### src/design/pll_frequency_word_calculator_unit_assert.svh
// Assertion macros for the frequency word calculator RTL.
`ifndef PLL_FREQUENCY_WORD_CALCULATOR_UNIT_ASSERT_SVH
`define PLL_FREQUENCY_WORD_CALCULATOR_UNIT_ASSERT_SVH
`ifndef SYNTH
// Same-cycle implication, disabled while reset is asserted.
`define PFWC_ASSERT_IMP(lbl, clk, rst_n, ante, cons) \
	lbl: assert property (@(posedge clk) disable iff (!rst_n) (ante) |-> (cons)) \
		else $error("pfwc: same-cycle check failed");
// Next-cycle implication, disabled while reset is asserted.
`define PFWC_ASSERT_NXT(lbl, clk, rst_n, ante, cons) \
	lbl: assert property (@(posedge clk) disable iff (!rst_n) (ante) |=> (cons)) \
		else $error("pfwc: next-cycle check failed");
`else
`define PFWC_ASSERT_IMP(lbl, clk, rst_n, ante, cons)
`define PFWC_ASSERT_NXT(lbl, clk, rst_n, ante, cons)
`endif
`endif

### src/design/pfwc_pkg.sv
// Types, constants and helpers for the frequency word calculator.
`default_nettype none
package pfwc_pkg;

	localparam int WANT_W  = 33;
	localparam int EXP_W   = 3;
	localparam int SHW_W   = WANT_W + 6;     // request shifted by up to six
	localparam int REF_W   = 28;
	localparam int RDIV_W  = 10;
	localparam int DVD_W   = 49;             // widest dividend: SHW_W + RDIV_W
	localparam int DSR_W   = REF_W;
	localparam int CNT_W   = 6;
	localparam int MUL_A_W = SHW_W;
	localparam int MUL_B_W = 12;
	localparam int MUL_P_W = MUL_A_W + MUL_B_W;
	localparam int DMOD_W  = 20;
	localparam int INT_W   = 16;
	localparam int F12_W   = 12;

	localparam logic [31:0] PD_WORD4 = 32'h00D01C1C;
	localparam logic [31:0] W5_FIXED = 32'h00580005;
	localparam logic [31:0] W4_FIXED = 32'h0080143C;
	localparam logic [31:0] W3_FIXED = 32'h000004B3;
	localparam logic [31:0] W2_FIXED = 32'h183EAE42;
	localparam logic [31:0] W1_FIXED = 32'h08008001;

	localparam logic [MUL_B_W-1:0] MOD_STEP = 12'd1000;
	localparam logic [INT_W-1:0]   INT_MAX  = 16'hFFFF;
	localparam logic [F12_W-1:0]   F12_MAX  = 12'hFFF;

	localparam logic [REF_W-1:0]  REF_RESET  = 28'd25000000;
	localparam logic [RDIV_W-1:0] RDIV_RESET = 10'd1;

	localparam logic [CNT_W-1:0] STEPS_INT = 6'd49;
	localparam logic [CNT_W-1:0] STEPS_F12 = 6'd12;

	// Configuration register indexes.
	localparam logic CFG_REF  = 1'b0;
	localparam logic CFG_RDIV = 1'b1;

	typedef enum logic [3:0] {
		ST_IDLE,
		ST_MUL_INT,
		ST_DIV_INT,
		ST_MUL_MOD,
		ST_CHK_MOD,
		ST_DIV_MOD,
		ST_MUL_FRAC,
		ST_DIV_FRAC,
		ST_PACK
	} pfwc_state_t;

	typedef struct packed {
		logic             load;
		logic [CNT_W-1:0] steps;
	} pfwc_div_ctl_t;

	typedef struct packed {
		logic busy;
		logic done;
	} pfwc_div_stat_t;

	// Output divider exponent: count of halved thresholds above the request.
	function automatic logic [EXP_W-1:0] pick_exp(input logic [WANT_W-1:0] want);
		logic [EXP_W-1:0] e;
		priority if (want >= 33'd2200000000) e = 3'd0;
		else if (want >= 33'd1100000000)     e = 3'd1;
		else if (want >= 33'd550000000)      e = 3'd2;
		else if (want >= 33'd275000000)      e = 3'd3;
		else if (want >= 33'd137500000)      e = 3'd4;
		else if (want >= 33'd68750000)       e = 3'd5;
		else                                 e = 3'd6;
		return e;
	endfunction

endpackage
`default_nettype wire

### src/design/pfwc_divider.sv
// Restoring divider, one quotient bit per cycle, shared by all three divisions.
`default_nettype none
module pfwc_divider
	import pfwc_pkg::*;
(
	input  wire logic                clk,
	input  wire logic                arst_n,
	input  wire pfwc_div_ctl_t       ctl,
	input  wire logic [DSR_W-1:0]    rem_init,
	input  wire logic [DVD_W-1:0]    dvd_init,
	input  wire logic [DSR_W-1:0]    divisor,
	output logic      [DVD_W-1:0]    quo,
	output logic      [DSR_W-1:0]    rem,
	output pfwc_div_stat_t           stat
);

	logic [CNT_W-1:0] cnt_q;
	logic             done_q;
	logic [DSR_W-1:0] r_q;
	logic [DVD_W-1:0] d_q;
	logic [DSR_W-1:0] dsr_q;

	logic [DSR_W:0]   trial;
	logic [DSR_W:0]   diff;
	logic             ge;

	// Partial remainder stays below the divisor, so trial < 2 * divisor.
	assign trial = {r_q, d_q[DVD_W-1]};
	assign diff  = trial - {1'b0, dsr_q};
	assign ge    = (trial >= {1'b0, dsr_q});

	always_ff @(posedge clk or negedge arst_n) begin
		if (!arst_n) begin
			cnt_q  <= '0;
			done_q <= 1'b0;
		end else begin
			done_q <= 1'b0;
			if (ctl.load) begin
				cnt_q <= ctl.steps;
			end else if (cnt_q != '0) begin
				cnt_q <= cnt_q - 1'b1;
				if (cnt_q == CNT_W'(1)) begin
					done_q <= 1'b1;
				end
			end
		end
	end

	// quotient bits shift in at the bottom as the dividend leaves the top
	always_ff @(posedge clk) begin
		if (ctl.load) begin
			r_q   <= rem_init;
			d_q   <= dvd_init;
			dsr_q <= divisor;
		end else if (cnt_q != '0) begin
			r_q <= ge ? diff[DSR_W-1:0] : trial[DSR_W-1:0];
			d_q <= {d_q[DVD_W-2:0], ge};
		end
	end

	assign quo       = d_q;
	assign rem       = r_q;
	assign stat.busy = (cnt_q != '0);
	assign stat.done = done_q;

endmodule
`default_nettype wire

### src/design/pll_frequency_word_calculator_unit.sv
// Top level: synthesizer register word calculator for a fractional-N PLL.
//
// Usage
//  - Input: pulse start with out_freq_hz while busy is low; the request is a
//    transfer at that edge. Zero requests power down.
//  - Config: cfg_we, cfg_index, cfg_data. Index 0 is the reference frequency
//    in Hz, index 1 the R divider (0 acts as 1). Write only while idle.
//  - Output: done is high for one cycle with word0..word5, div_exponent,
//    int_value, frac_value and mod_value; the transfer completes at the edge
//    ending that cycle. The receiver cannot stall, so nothing is held back.
//    The ports show the stored words between results too.
// Sequence
//  - Power down: done follows in the cycle after the transfer.
//  - Otherwise the time from start to done goes mostly in one shared
//    restoring divider, one bit a cycle: 49 steps for INT and the remainder,
//    then 12 for MOD and 12 for FRAC, each after a shared multiplier step.
//    A saturated MOD skips its division; a zero reference skips all three.
//  - busy drops in the cycle done is shown, so a new start can follow then.
// Reset
//  - arst_n clears the stored words and exponent, sets the reference to
//    25 MHz and R to 1, and leaves the sequencer idle.
`default_nettype none
`include "pll_frequency_word_calculator_unit_assert.svh"
module pll_frequency_word_calculator_unit
	import pfwc_pkg::*;
(
	input  wire logic               clk,
	input  wire logic               arst_n,
	input  wire logic               start,
	output logic                    busy,
	input  wire logic [WANT_W-1:0]  out_freq_hz,
	input  wire logic               cfg_we,
	input  wire logic               cfg_index,
	input  wire logic [REF_W-1:0]   cfg_data,
	output logic                    done,
	output logic      [31:0]        word0,
	output logic      [31:0]        word1,
	output logic      [31:0]        word2,
	output logic      [31:0]        word3,
	output logic      [31:0]        word4,
	output logic      [31:0]        word5,
	output logic      [EXP_W-1:0]   div_exponent,
	output logic      [INT_W-1:0]   int_value,
	output logic      [F12_W-1:0]   frac_value,
	output logic      [F12_W-1:0]   mod_value
);

	// sequencer
	pfwc_state_t state_q, state_d;
	logic        done_q;
	logic        accept;

	// configuration and stored words
	logic [REF_W-1:0]  ref_q;
	logic [RDIV_W-1:0] rdiv_cfg_q;
	logic [31:0]       words_q [0:5];
	logic [EXP_W-1:0]  last_div_q;

	// per-request working registers
	logic [SHW_W-1:0]  want_sh_q;
	logic [EXP_W-1:0]  exp_q;
	logic [RDIV_W-1:0] rdiv_q;
	logic [INT_W-1:0]  ival_q;
	logic [DSR_W-1:0]  rem_q;
	logic [DMOD_W-1:0] dmod_q;
	logic [F12_W-1:0]  mval_q;
	logic [F12_W-1:0]  fval_q;

	// shared multiplier
	logic [MUL_A_W-1:0] mul_a;
	logic [MUL_B_W-1:0] mul_b;
	logic [MUL_P_W-1:0] mul_p;

	// shared divider
	pfwc_div_ctl_t   div_ctl;
	pfwc_div_stat_t  div_stat;
	logic [DSR_W-1:0] div_rem_init;
	logic [DVD_W-1:0] div_dvd_init;
	logic [DSR_W-1:0] div_dsr;
	logic [DVD_W-1:0] div_quo;
	logic [DSR_W-1:0] div_rem;

	logic [EXP_W-1:0] exp_new;
	logic             mod_sat;
	logic [INT_W-1:0] ival_sat;

	assign accept  = start && (state_q == ST_IDLE);
	assign exp_new = pick_exp(out_freq_hz);

	assign mul_p = MUL_P_W'(mul_a) * MUL_P_W'(mul_b);

	// MOD saturates once ref >= 4096 * R * 1000
	assign mod_sat = ({4'b0, ref_q} >= {dmod_q, 12'b0});

	// INT saturates on any quotient bit above bit 15
	assign ival_sat = (div_quo[DVD_W-1:INT_W] != '0) ? INT_MAX : div_quo[INT_W-1:0];

	pfwc_divider u_div (
		.clk      (clk),
		.arst_n   (arst_n),
		.ctl      (div_ctl),
		.rem_init (div_rem_init),
		.dvd_init (div_dvd_init),
		.divisor  (div_dsr),
		.quo      (div_quo),
		.rem      (div_rem),
		.stat     (div_stat)
	);

	always_ff @(posedge clk or negedge arst_n) begin
		if (!arst_n) begin
			state_q <= ST_IDLE;
		end else begin
			state_q <= state_d;
		end
	end

	// next state, multiplier operands and divider loads
	always_comb begin
		state_d      = state_q;
		mul_a        = '0;
		mul_b        = '0;
		div_ctl      = '0;
		div_rem_init = '0;
		div_dvd_init = '0;
		div_dsr      = ref_q;
		unique case (state_q)
			ST_IDLE: begin
				if (accept && (out_freq_hz != '0)) begin
					state_d = ST_MUL_INT;
				end
			end
			ST_MUL_INT: begin
				// scaled = (want << e) * R, then scaled / ref with remainder
				mul_a = want_sh_q;
				mul_b = MUL_B_W'(rdiv_q);
				if (ref_q == '0) begin
					state_d = ST_PACK;
				end else begin
					div_ctl.load  = 1'b1;
					div_ctl.steps = STEPS_INT;
					div_dvd_init  = mul_p[DVD_W-1:0];
					state_d       = ST_DIV_INT;
				end
			end
			ST_DIV_INT: begin
				if (div_stat.done) begin
					state_d = ST_MUL_MOD;
				end
			end
			ST_MUL_MOD: begin
				mul_a   = MUL_A_W'(rdiv_q);
				mul_b   = MOD_STEP;
				state_d = ST_CHK_MOD;
			end
			ST_CHK_MOD: begin
				if (mod_sat) begin
					state_d = ST_MUL_FRAC;
				end else begin
					// quotient fits 12 bits: preload the top of the dividend
					div_ctl.load  = 1'b1;
					div_ctl.steps = STEPS_F12;
					div_rem_init  = DSR_W'(ref_q[REF_W-1:F12_W]);
					div_dvd_init  = {ref_q[F12_W-1:0], {(DVD_W-F12_W){1'b0}}};
					div_dsr       = DSR_W'(dmod_q);
					state_d       = ST_DIV_MOD;
				end
			end
			ST_DIV_MOD: begin
				if (div_stat.done) begin
					state_d = ST_MUL_FRAC;
				end
			end
			ST_MUL_FRAC: begin
				// MOD * rem < 4096 * ref, so again a 12-bit quotient
				mul_a         = MUL_A_W'(rem_q);
				mul_b         = mval_q;
				div_ctl.load  = 1'b1;
				div_ctl.steps = STEPS_F12;
				div_rem_init  = mul_p[DSR_W+F12_W-1:F12_W];
				div_dvd_init  = {mul_p[F12_W-1:0], {(DVD_W-F12_W){1'b0}}};
				state_d       = ST_DIV_FRAC;
			end
			ST_DIV_FRAC: begin
				if (div_stat.done) begin
					state_d = ST_PACK;
				end
			end
			ST_PACK: begin
				state_d = ST_IDLE;
			end
			default: begin
				state_d = ST_IDLE;
			end
		endcase
	end

	// config, stored words and the result strobe
	always_ff @(posedge clk or negedge arst_n) begin
		if (!arst_n) begin
			ref_q      <= REF_RESET;
			rdiv_cfg_q <= RDIV_RESET;
			words_q    <= '{default: '0};
			last_div_q <= '0;
			done_q     <= 1'b0;
		end else begin
			done_q <= 1'b0;
			if (cfg_we) begin
				unique case (cfg_index)
					CFG_REF:  ref_q      <= cfg_data;
					CFG_RDIV: rdiv_cfg_q <= cfg_data[RDIV_W-1:0];
					default:  ;
				endcase
			end
			if (accept && (out_freq_hz == '0)) begin
				// power down touches word 4 only
				words_q[4] <= PD_WORD4;
				done_q     <= 1'b1;
			end
			if (state_q == ST_PACK) begin
				last_div_q <= exp_q;
				words_q[5] <= W5_FIXED;
				words_q[4] <= W4_FIXED | {9'b0, exp_q, 20'b0};
				words_q[3] <= W3_FIXED;
				words_q[2] <= W2_FIXED;
				words_q[1] <= W1_FIXED | {17'b0, mval_q, 3'b0};
				words_q[0] <= {1'b0, ival_q, fval_q, 3'b0};
				done_q     <= 1'b1;
			end
		end
	end

	// working registers, captured as the sequence moves on
	always_ff @(posedge clk) begin
		if (accept) begin
			exp_q     <= exp_new;
			want_sh_q <= SHW_W'(out_freq_hz) << exp_new;
			rdiv_q    <= (rdiv_cfg_q == '0) ? RDIV_W'(1) : rdiv_cfg_q;
		end
		if ((state_q == ST_MUL_INT) && (ref_q == '0)) begin
			ival_q <= INT_MAX;
			mval_q <= '0;
			fval_q <= '0;
		end
		if ((state_q == ST_DIV_INT) && div_stat.done) begin
			ival_q <= ival_sat;
			rem_q  <= div_rem;
		end
		if (state_q == ST_MUL_MOD) begin
			dmod_q <= mul_p[DMOD_W-1:0];
		end
		if ((state_q == ST_CHK_MOD) && mod_sat) begin
			mval_q <= F12_MAX;
		end
		if ((state_q == ST_DIV_MOD) && div_stat.done) begin
			mval_q <= div_quo[F12_W-1:0];
		end
		if ((state_q == ST_DIV_FRAC) && div_stat.done) begin
			fval_q <= div_quo[F12_W-1:0];
		end
	end

	assign busy         = (state_q != ST_IDLE);
	assign done         = done_q;
	assign word0        = words_q[0];
	assign word1        = words_q[1];
	assign word2        = words_q[2];
	assign word3        = words_q[3];
	assign word4        = words_q[4];
	assign word5        = words_q[5];
	assign div_exponent = last_div_q;
	assign int_value    = words_q[0][30:15];
	assign frac_value   = words_q[0][14:3];
	assign mod_value    = words_q[1][14:3];

	`PFWC_ASSERT_IMP(a_done_idle, clk, arst_n, done_q, state_q == ST_IDLE)
	`PFWC_ASSERT_NXT(a_go, clk, arst_n, accept && (out_freq_hz != '0), state_q == ST_MUL_INT)
	`PFWC_ASSERT_IMP(a_div_quiet, clk, arst_n, state_q == ST_IDLE, !div_stat.busy)
	`PFWC_ASSERT_IMP(a_frac_mod, clk, arst_n, done_q, (frac_value < mod_value) || (frac_value == '0))
	`PFWC_ASSERT_IMP(a_exp_range, clk, arst_n, done_q, last_div_q <= 3'd6)

endmodule
`default_nettype wire
### config.mk
export PLATFORM = sky130hd
export DESIGN_NAME = pll_frequency_word_calculator_unit
export DESIGN_NICKNAME = d
export VERILOG_FILES = /design/src/design/pfwc_pkg.sv /design/src/design/pfwc_divider.sv /design/src/design/pll_frequency_word_calculator_unit.sv
export VERILOG_INCLUDE_DIRS = /design/src /design/src/design
export SDC_FILE = /design/constraint.sdc
export NUM_CORES = 2
export LEC_CHECK = 0
export ABC_AREA = 1
export BUFFER_PORTS_ARGS = -buffer_cell sky130_fd_sc_hd__buf_2
export CORE_MARGIN = 2
export CORE_UTILIZATION = 62
export CTS_CLUSTER_SIZE = 14
export DETAILED_ROUTE_END_ITERATION = 16
export PLACE_DENSITY = 0.83
export SLEW_MARGIN = 20
export SYNTH_ARGS = -nofsm -noshare
export SYNTH_HDL_FRONTEND = slang
export SYNTH_SLANG_ARGS = --single-unit
### constraint.sdc
create_clock -name clk -period 9.2 [get_ports clk]
set_input_delay 0.46 -clock clk [delete_from_list [all_inputs] [get_ports clk]]
set_output_delay 0.46 -clock clk [all_outputs]
set_load 0.02 [all_outputs]
== Word level (Yosys, flattened, before mapping) ==
Cells that the tools add are included.

* Word-level logic and storage cells: 120
* Input port bits: 66
* Output and inout bits: 237
* Register bits: 375

* Shift-type cells: 1
* Multipliers: 1
* Equality and inequality tests: 13
* $add $sub $neg: 2
* Magnitude comparators: 8
* Reductions and logical operators: 24
* Mux-type cells: 46
* Bitwise logic cells: 1

{| class="wikitable"
|+ Operators with widths
! kind !! count
|-
| 2-to-1 mux 49 bit || 4
|-
| one-hot mux 49 bit (3 select lines) || 1
|-
| 2-to-1 mux 28 bit || 5
|-
| one-hot mux 39 bit (3 select lines) || 1
|-
| nonzero test 33 bit || 2
|-
| 2-to-1 mux 16 bit || 4
|-
| 2-to-1 mux 64 bit || 1
|-
| one-hot mux 28 bit (2 select lines) || 1
|-
| multiplier 39 x 12 -> 49 bit || 1
|-
| 2-to-1 mux 12 bit || 4
|-
| left shift 33 x 3 -> 39 bit || 1
|-
| one-hot mux 12 bit (3 select lines) || 1
|-
| >= comparator 33 x 27 -> 1 bit (second input constant) || 1
|-
| >= comparator 33 x 28 -> 1 bit (second input constant) || 1
|-
| >= comparator 33 x 29 -> 1 bit (second input constant) || 1
|-
| >= comparator 33 x 30 -> 1 bit (second input constant) || 1
|-
| >= comparator 33 x 31 -> 1 bit (second input constant) || 1
|-
| >= comparator 33 x 32 -> 1 bit (second input constant) || 1
|-
| logical NOT 33 bit || 1
|-
| >= comparator 28 x 32 -> 1 bit || 1
|-
| 2-to-1 mux 32 bit || 1
|-
| one-hot mux 4 bit (8 select lines) || 1
|-
| >= comparator 29 x 28 -> 1 bit || 1
|-
| logical NOT 28 bit || 1
|-
| 25 further kinds || 58
|}

== Logic depth before layout (Yosys ltp) ==
* Word-level depth: 8
* Depth in mapped cells: 33
* Gate-level depth less buffers: 30

== Cells and area by module ==
From an unflattened synthesis, not the netlist that was laid out.

* Cell total of the unflattened synthesis: 4546
* Area total of the unflattened synthesis: 35352.7 um^2

{| class="wikitable"
|+ Modules (own cells, without submodules)
! module !! cells each !! seq. area each (um^2) !! instances !! area each (um^2)
|-
| pll_frequency_word_calculator_unit || 3617 || 6547.5 || 1 || 28323.4
|-
| pfwc_divider || 929 || 3328.2 || 1 || 7029.2
|}

== Worst setup path after synthesis ==
No wires, ideal clock.

* Path type: register to register
* From: register state_q[3]
* To: register u_div.r_q[17], in the netlist u_div.rem[17], data pin
* Buffers on the path: 2
* Cell stages (with the launch flop): 26
* Library setup time: 0.253 ns
* Path slack: 2.434 ns
* Clock period less this slack: 6.766 ns
* Data arrival time: 6.514 ns
* Required time: 8.947 ns
* Path through: dfrtp_1 -> nor2_1 -> nand2_1 -> nor2_2 -> inv_1 -> o221ai_1 -> clkbuf_1 -> buf_2 -> nand2_1 -> fa_1 -> inv_1 -> fa_1 -> fa_1 -> fa_1 -> inv_1 -> fa_1 -> inv_1 -> ha_1 -> nand2_1 -> o21ai_0 -> a21oi_1 -> o21ai_0 -> a21oi_1 -> or2_2 -> nand3_1 -> nand2_1

* Longest elaborated chain between the ends: 5
* Elaborated cells between the ends (all ways): 10
* Classes of those cells: 1 x mul; 4 x eq/ne; 5 x mux

{| class="wikitable"
|+ Ends and longest elaborated chain
! item !! line !! RTL
|-
| from (decl) || pll_frequency_word_calculator_unit.sv:49 || <nowiki>pfwc_state_t state_q, state_d;</nowiki>
|-
| from (signal assigned) || pll_frequency_word_calculator_unit.sv:114 || <nowiki>state_q <= state_d;</nowiki>
|-
| equality test 4 x 3 -> 1 bit, or another cell as far along || pll_frequency_word_calculator_unit.sv:127 || <nowiki>unique case (state_q)</nowiki>
|-
| one-hot mux 39 bit (3 select lines) or one-hot mux 12 bit (3 select lines) (tied branches) || pll_frequency_word_calculator_unit.sv:127 ||
|-
| multiplier 39 x 12 -> 49 bit || pll_frequency_word_calculator_unit.sv:90 || <nowiki>assign mul_p = MUL_P_W'(mul_a) * MUL_P_W'(mul_b);</nowiki>
|-
| one-hot mux 28 bit (2 select lines) || pll_frequency_word_calculator_unit.sv:127 ||
|-
| 2-to-1 mux 28 bit * || pfwc_divider.sv:51 || <nowiki>if (ctl.load) begin</nowiki>
|-
| to (signal assigned) || pfwc_divider.sv:52 || <nowiki>r_q <= rem_init;</nowiki>
|-
| to (signal assigned) || pfwc_divider.sv:56 || <nowiki>r_q <= ge ? diff[DSR_W-1:0] : trial[DSR_W-1:0];</nowiki>
|-
| to (decl) || pfwc_divider.sv:19 || <nowiki>logic [DSR_W-1:0] r_q;</nowiki>
|}

Every way passes the cells marked *; elsewhere a longest branch is shown, timed or not.
A chain may end at the register's enable or synchronous reset.

== Final worst setup path ==
* From: register state_q[1]
* To: register u_div.d_q[40], in the netlist u_div.quo[40], data pin

* Longest elaborated chain between the ends: 6
* Elaborated cells between the ends (all ways): 11
* Classes of those cells: 1 x mul; 4 x eq/ne; 6 x mux

{| class="wikitable"
|+ Ends and longest elaborated chain
! item !! line !! RTL
|-
| equality test 4 x 3 -> 1 bit, or another cell as far along || pll_frequency_word_calculator_unit.sv:127 ||
|-
| one-hot mux 39 bit (3 select lines) or one-hot mux 12 bit (3 select lines) (tied branches) || pll_frequency_word_calculator_unit.sv:127 ||
|-
| multiplier 39 x 12 -> 49 bit || pll_frequency_word_calculator_unit.sv:90 ||
|-
| 2-to-1 mux 49 bit || pll_frequency_word_calculator_unit.sv:137 || <nowiki>if (ref_q == '0) begin</nowiki>
|-
| one-hot mux 49 bit (3 select lines) || pll_frequency_word_calculator_unit.sv:127 ||
|-
| 2-to-1 mux 49 bit * || pfwc_divider.sv:51 ||
|-
| to (signal assigned) || pfwc_divider.sv:53 || <nowiki>d_q <= dvd_init;</nowiki>
|-
| to (signal assigned) || pfwc_divider.sv:57 || <nowiki>d_q <= {d_q[DVD_W-2:0], ge};</nowiki>
|-
| to (decl) || pfwc_divider.sv:20 || <nowiki>logic [DVD_W-1:0] d_q;</nowiki>
|}

Marks and branches as above.

==> metrics.md <==
| Metric | Value |
|---|---|
| Critical path endpoint category | register |
| Outcome | finished, final reports clean |
| Synth Cell Area | 34500 um^2 |
| Routed vias | 29600 |
| Post-CTS resize count | 0 |
| H-Tree Depth | 2 |
| Peak supply drop | 228 uV |
| Largest net degree at the start of global routing | 57 |
| Leak | 18.5 nW |
| Initial antenna violation count | 2 |
| Clk_lat worst skew | 560 ps |
| Top cells by count, synth | nand2_1 (1099), inv_1 (797), fa_1 (370) |
| Antenna viol nets, final | 0 |
| Slew headroom | 22.5% |
| Worst setup SP type | register |
| Starting Density | 62.6% |
| Maximum clock frequency | 0.122 GHz |
| Final core occ | 66.4% |
| N_diodes | 0 |
| I/O pins | 303 |
| Rows | 86 |
| Die height | 240 um |
| Final Cycle Share | 89.4% |
| Drt drc | 0 |
| Max cap viols | 0 |
| Critical Path Fanout Max | 50 |
| Yosys top cell area share | 21.5% |
| Overall power | 0.0120 W |
| Mapped Cells | 4302 |
| Top FF cell, synth | edfxtp_1 |
| Placed wire-length estimate | 83.6 mm |
| Number of flops mapped to enable cells by yosys | 245 |
| Synth area leaders | fa_1 (21%), edfxtp_1 (21%), nand2_1 (12%) |
| First-pass GRT wire length | 163 mm |
| Flop-to-flop setup slack | 970 ps |
| GPL Wtd Cong | 1.12 |
| #FFs+latches synth | 345 |
| Root Driver | clkbuf_16 |
| Global Route Usage Sum | 37.5% |
| Register area share after synthesis | 28.6% |
| Core ar. | 55100 um^2 |
| Period minus WS final | 8230 ps |
| Final non-filler cell area | 36600 um^2 |
| IO buf count | 189 |
| Vias/cell | 5.74 |
| Clk slew on worst S/H paths | 70 ps |
| Tightest Pin Transition | 1160 ps |
| Worst Path Required | 9490 ps |
| TritonCTS clock tree | built |
| Die X | 240 um |
| # clock sinks | 345 |
| Layout area overhead | 6.08% |
| Skew final | 22.0 ps |
| Nets | 4941 |
| Placed inst area | 35300 um^2 |
| Share of cells above drive strength 1 | 9.01% |
| TNS Setup | 0 ps |
| Yosys top cell by area | fa_1 |
| Power per cell area | 328 nW/um^2 |
| Post-synth ARST share | 29.0% |
| RSZ-0062 raised after global routing | no |
| Count leader, synth | nand2_1 |
| CP Data Arrival Time | 8520 ps |
| First-pass DRT Iterations | 8 |
| Post-synthesis cell type count | 59 |
| Fin. max-slew vios | 0 |
| Final worst slack | 973 ps |
| Clk buf depth | 3 |
| CTS buffer count | 37 |
| Die ar. | 57500 um^2 |
| Crit path kind | register to register |
| # fillers | 4647 |
| Synthesis Warnings | 0 |
| Wire length per cell | 20.6 um |
| Min-delay worst type | input port to register |
| Vias in the first global route | 28500 |
| Iteration-0 DRC Markers | 3606 |
| Final wirelength | 106 mm |
| Synthesized area per cell | 8.02 um^2 |
| Grt total ovfl | 0 |
| Final Hold Viols | 0 |
| Setup WS pre-CTS | 1200 ps |
| Final setup viols | 0 |
[path summary, 6_finish.rpt]
kind,end,cells past startpoint,from
max,u_div.quo[40],27,state_q[1]
max in group asynchronous,word0[21],3,arst_n
min,ref_q[16],2,cfg_data[16]
min reg2reg,word0[19],2,ival_q[4]
max reg2reg,u_div.quo[40],27,state_q[1]
min in group asynchronous,u_div.cnt_q[4],2,arst_n
[layout make-up]
cell class                 instances  area, um^2  area share [%]
clock buffer                      56        1110            3.03
clock inverter                    11         125           0.342
inverter                         814        3060            8.35
multi-input combinational       2932       20100            54.9
sequential                       345        9880            27.0
tap                              748         936            2.56
timing repair buffer             248        1400            3.82
[critical path: stages (launching register included)]
cell and delay, ps:
dfrtp_1 540, inv_2 80, nor2_1 130, nand2_1 80
inv_1 100, buf_4 560, nand2_1 110, nand2_1 850
buf_4 390, inv_1 80, nor2_1 210, fa_1 500
fa_1 520, fa_1 520, fa_1 540, inv_1 50
fa_1 560, inv_1 50, ha_1 430, inv_1 200
o21ai_0 150, a21boi_0 250, o21ai_0 220, nor2_1 140
nand3_1 140, or2_2 300, nand3_1 130, nand3_1 100
[registers in the layout (all words and copies together), names as in the netlist, 12 cells and up]
signal and count:
u_div.dsr_q 28, ref_q 28, word0 28, dmod_q 20, u_div.quo 49, rem_q 28
want_sh_q 39, fval_q 12, ival_q 16, word1 13, mval_q 12, u_div.rem 28
[logic make-up after synthesis]
family,count (synthesis),synth area share [%]
xor+xnor,45,1.14
simple gates,1825,21.9
buf+inv,1161,14.9
compound gates,419,6.99
mux,8,0.261
fa+ha+maj,497,26.1
flops,345,28.6
other cells,2,0.0218
[metrics by stage]
step | instances | hold slack [ps]
after floorplan | 4438 | 164
after global placement | 5085 | 423
after detailed placement | 5086 | 431
after CTS | 5154 | 114
after global routing | 5154 | 134
final | 5154 | 128
[power by group]
| part | internal (W) | leakage [nW] | switching, W |
|---|---|---|---|
| clock | 0.000895 | 0.606 | 0.000635 |
| sequential | 0.00224 | 3.72 | 0.000255 |
| combinational | 0.00235 | 14.2 | 0.00562 |
[placed cells by master (no fill, tap or decap), types with 7 or more instances in the layout]
| cell type | netlist | final |
|---|---|---|
| xnor2_1 | 20 | 20 |
| inv_1 | 797 | 797 |
| buf_4 | 187 | 58 |
| clkbuf_8 | 0 | 7 |
| a22oi_1 | 19 | 19 |
| o22ai_2 | 3 | 12 |
| xor2_1 | 25 | 25 |
| clkinv_1 | 7 | 9 |
| clkbuf_1 | 104 | 10 |
| edfxtp_1 | 245 | 245 |
| dfrtp_1 | 87 | 87 |
| nor4_1 | 25 | 24 |
| nor3_1 | 26 | 26 |
| or2_2 | 20 | 20 |
| a21oi_1 | 134 | 134 |
| conb_1 | 2 | 138 |
| mux2_2 | 8 | 8 |
| a21boi_0 | 7 | 7 |
| buf_2 | 41 | 188 |
| fa_1 | 370 | 370 |
| o211ai_1 | 13 | 13 |
| nand3b_1 | 10 | 10 |
| nand4_1 | 39 | 39 |
| nor2_2 | 6 | 9 |
| inv_2 | 10 | 10 |
| clkbuf_16 | 0 | 39 |
| o21ai_1 | 16 | 16 |
| ha_1 | 127 | 127 |
| o21bai_1 | 16 | 16 |
| dfstp_2 | 13 | 13 |
| nand3_1 | 277 | 276 |
| o22ai_1 | 29 | 20 |
| a31oi_1 | 9 | 9 |
| nand2_1 | 1099 | 1097 |
| o21ai_0 | 145 | 145 |
| a21o_1 | 8 | 8 |
| nor2_1 | 309 | 305 |
[what timing repair did]
action,CTS,global route
buffers inserted,0,0
hold endpoints to repair,32,0
hold buffers,1,0
[routing by layer]
layer | up-vias | share of wire, % | track usage [%]
met4 | 2 | 5.3 | 16.9
met2 | 1833 | 45 | 57.6
met5 | - | 0.010 | 0
met1 | 14200 | 37 | 51.1
met3 | 339 | 12 | 8.40
li1 | 13200 | - | -
Note: power is estimated with default switching activity, not from simulation.
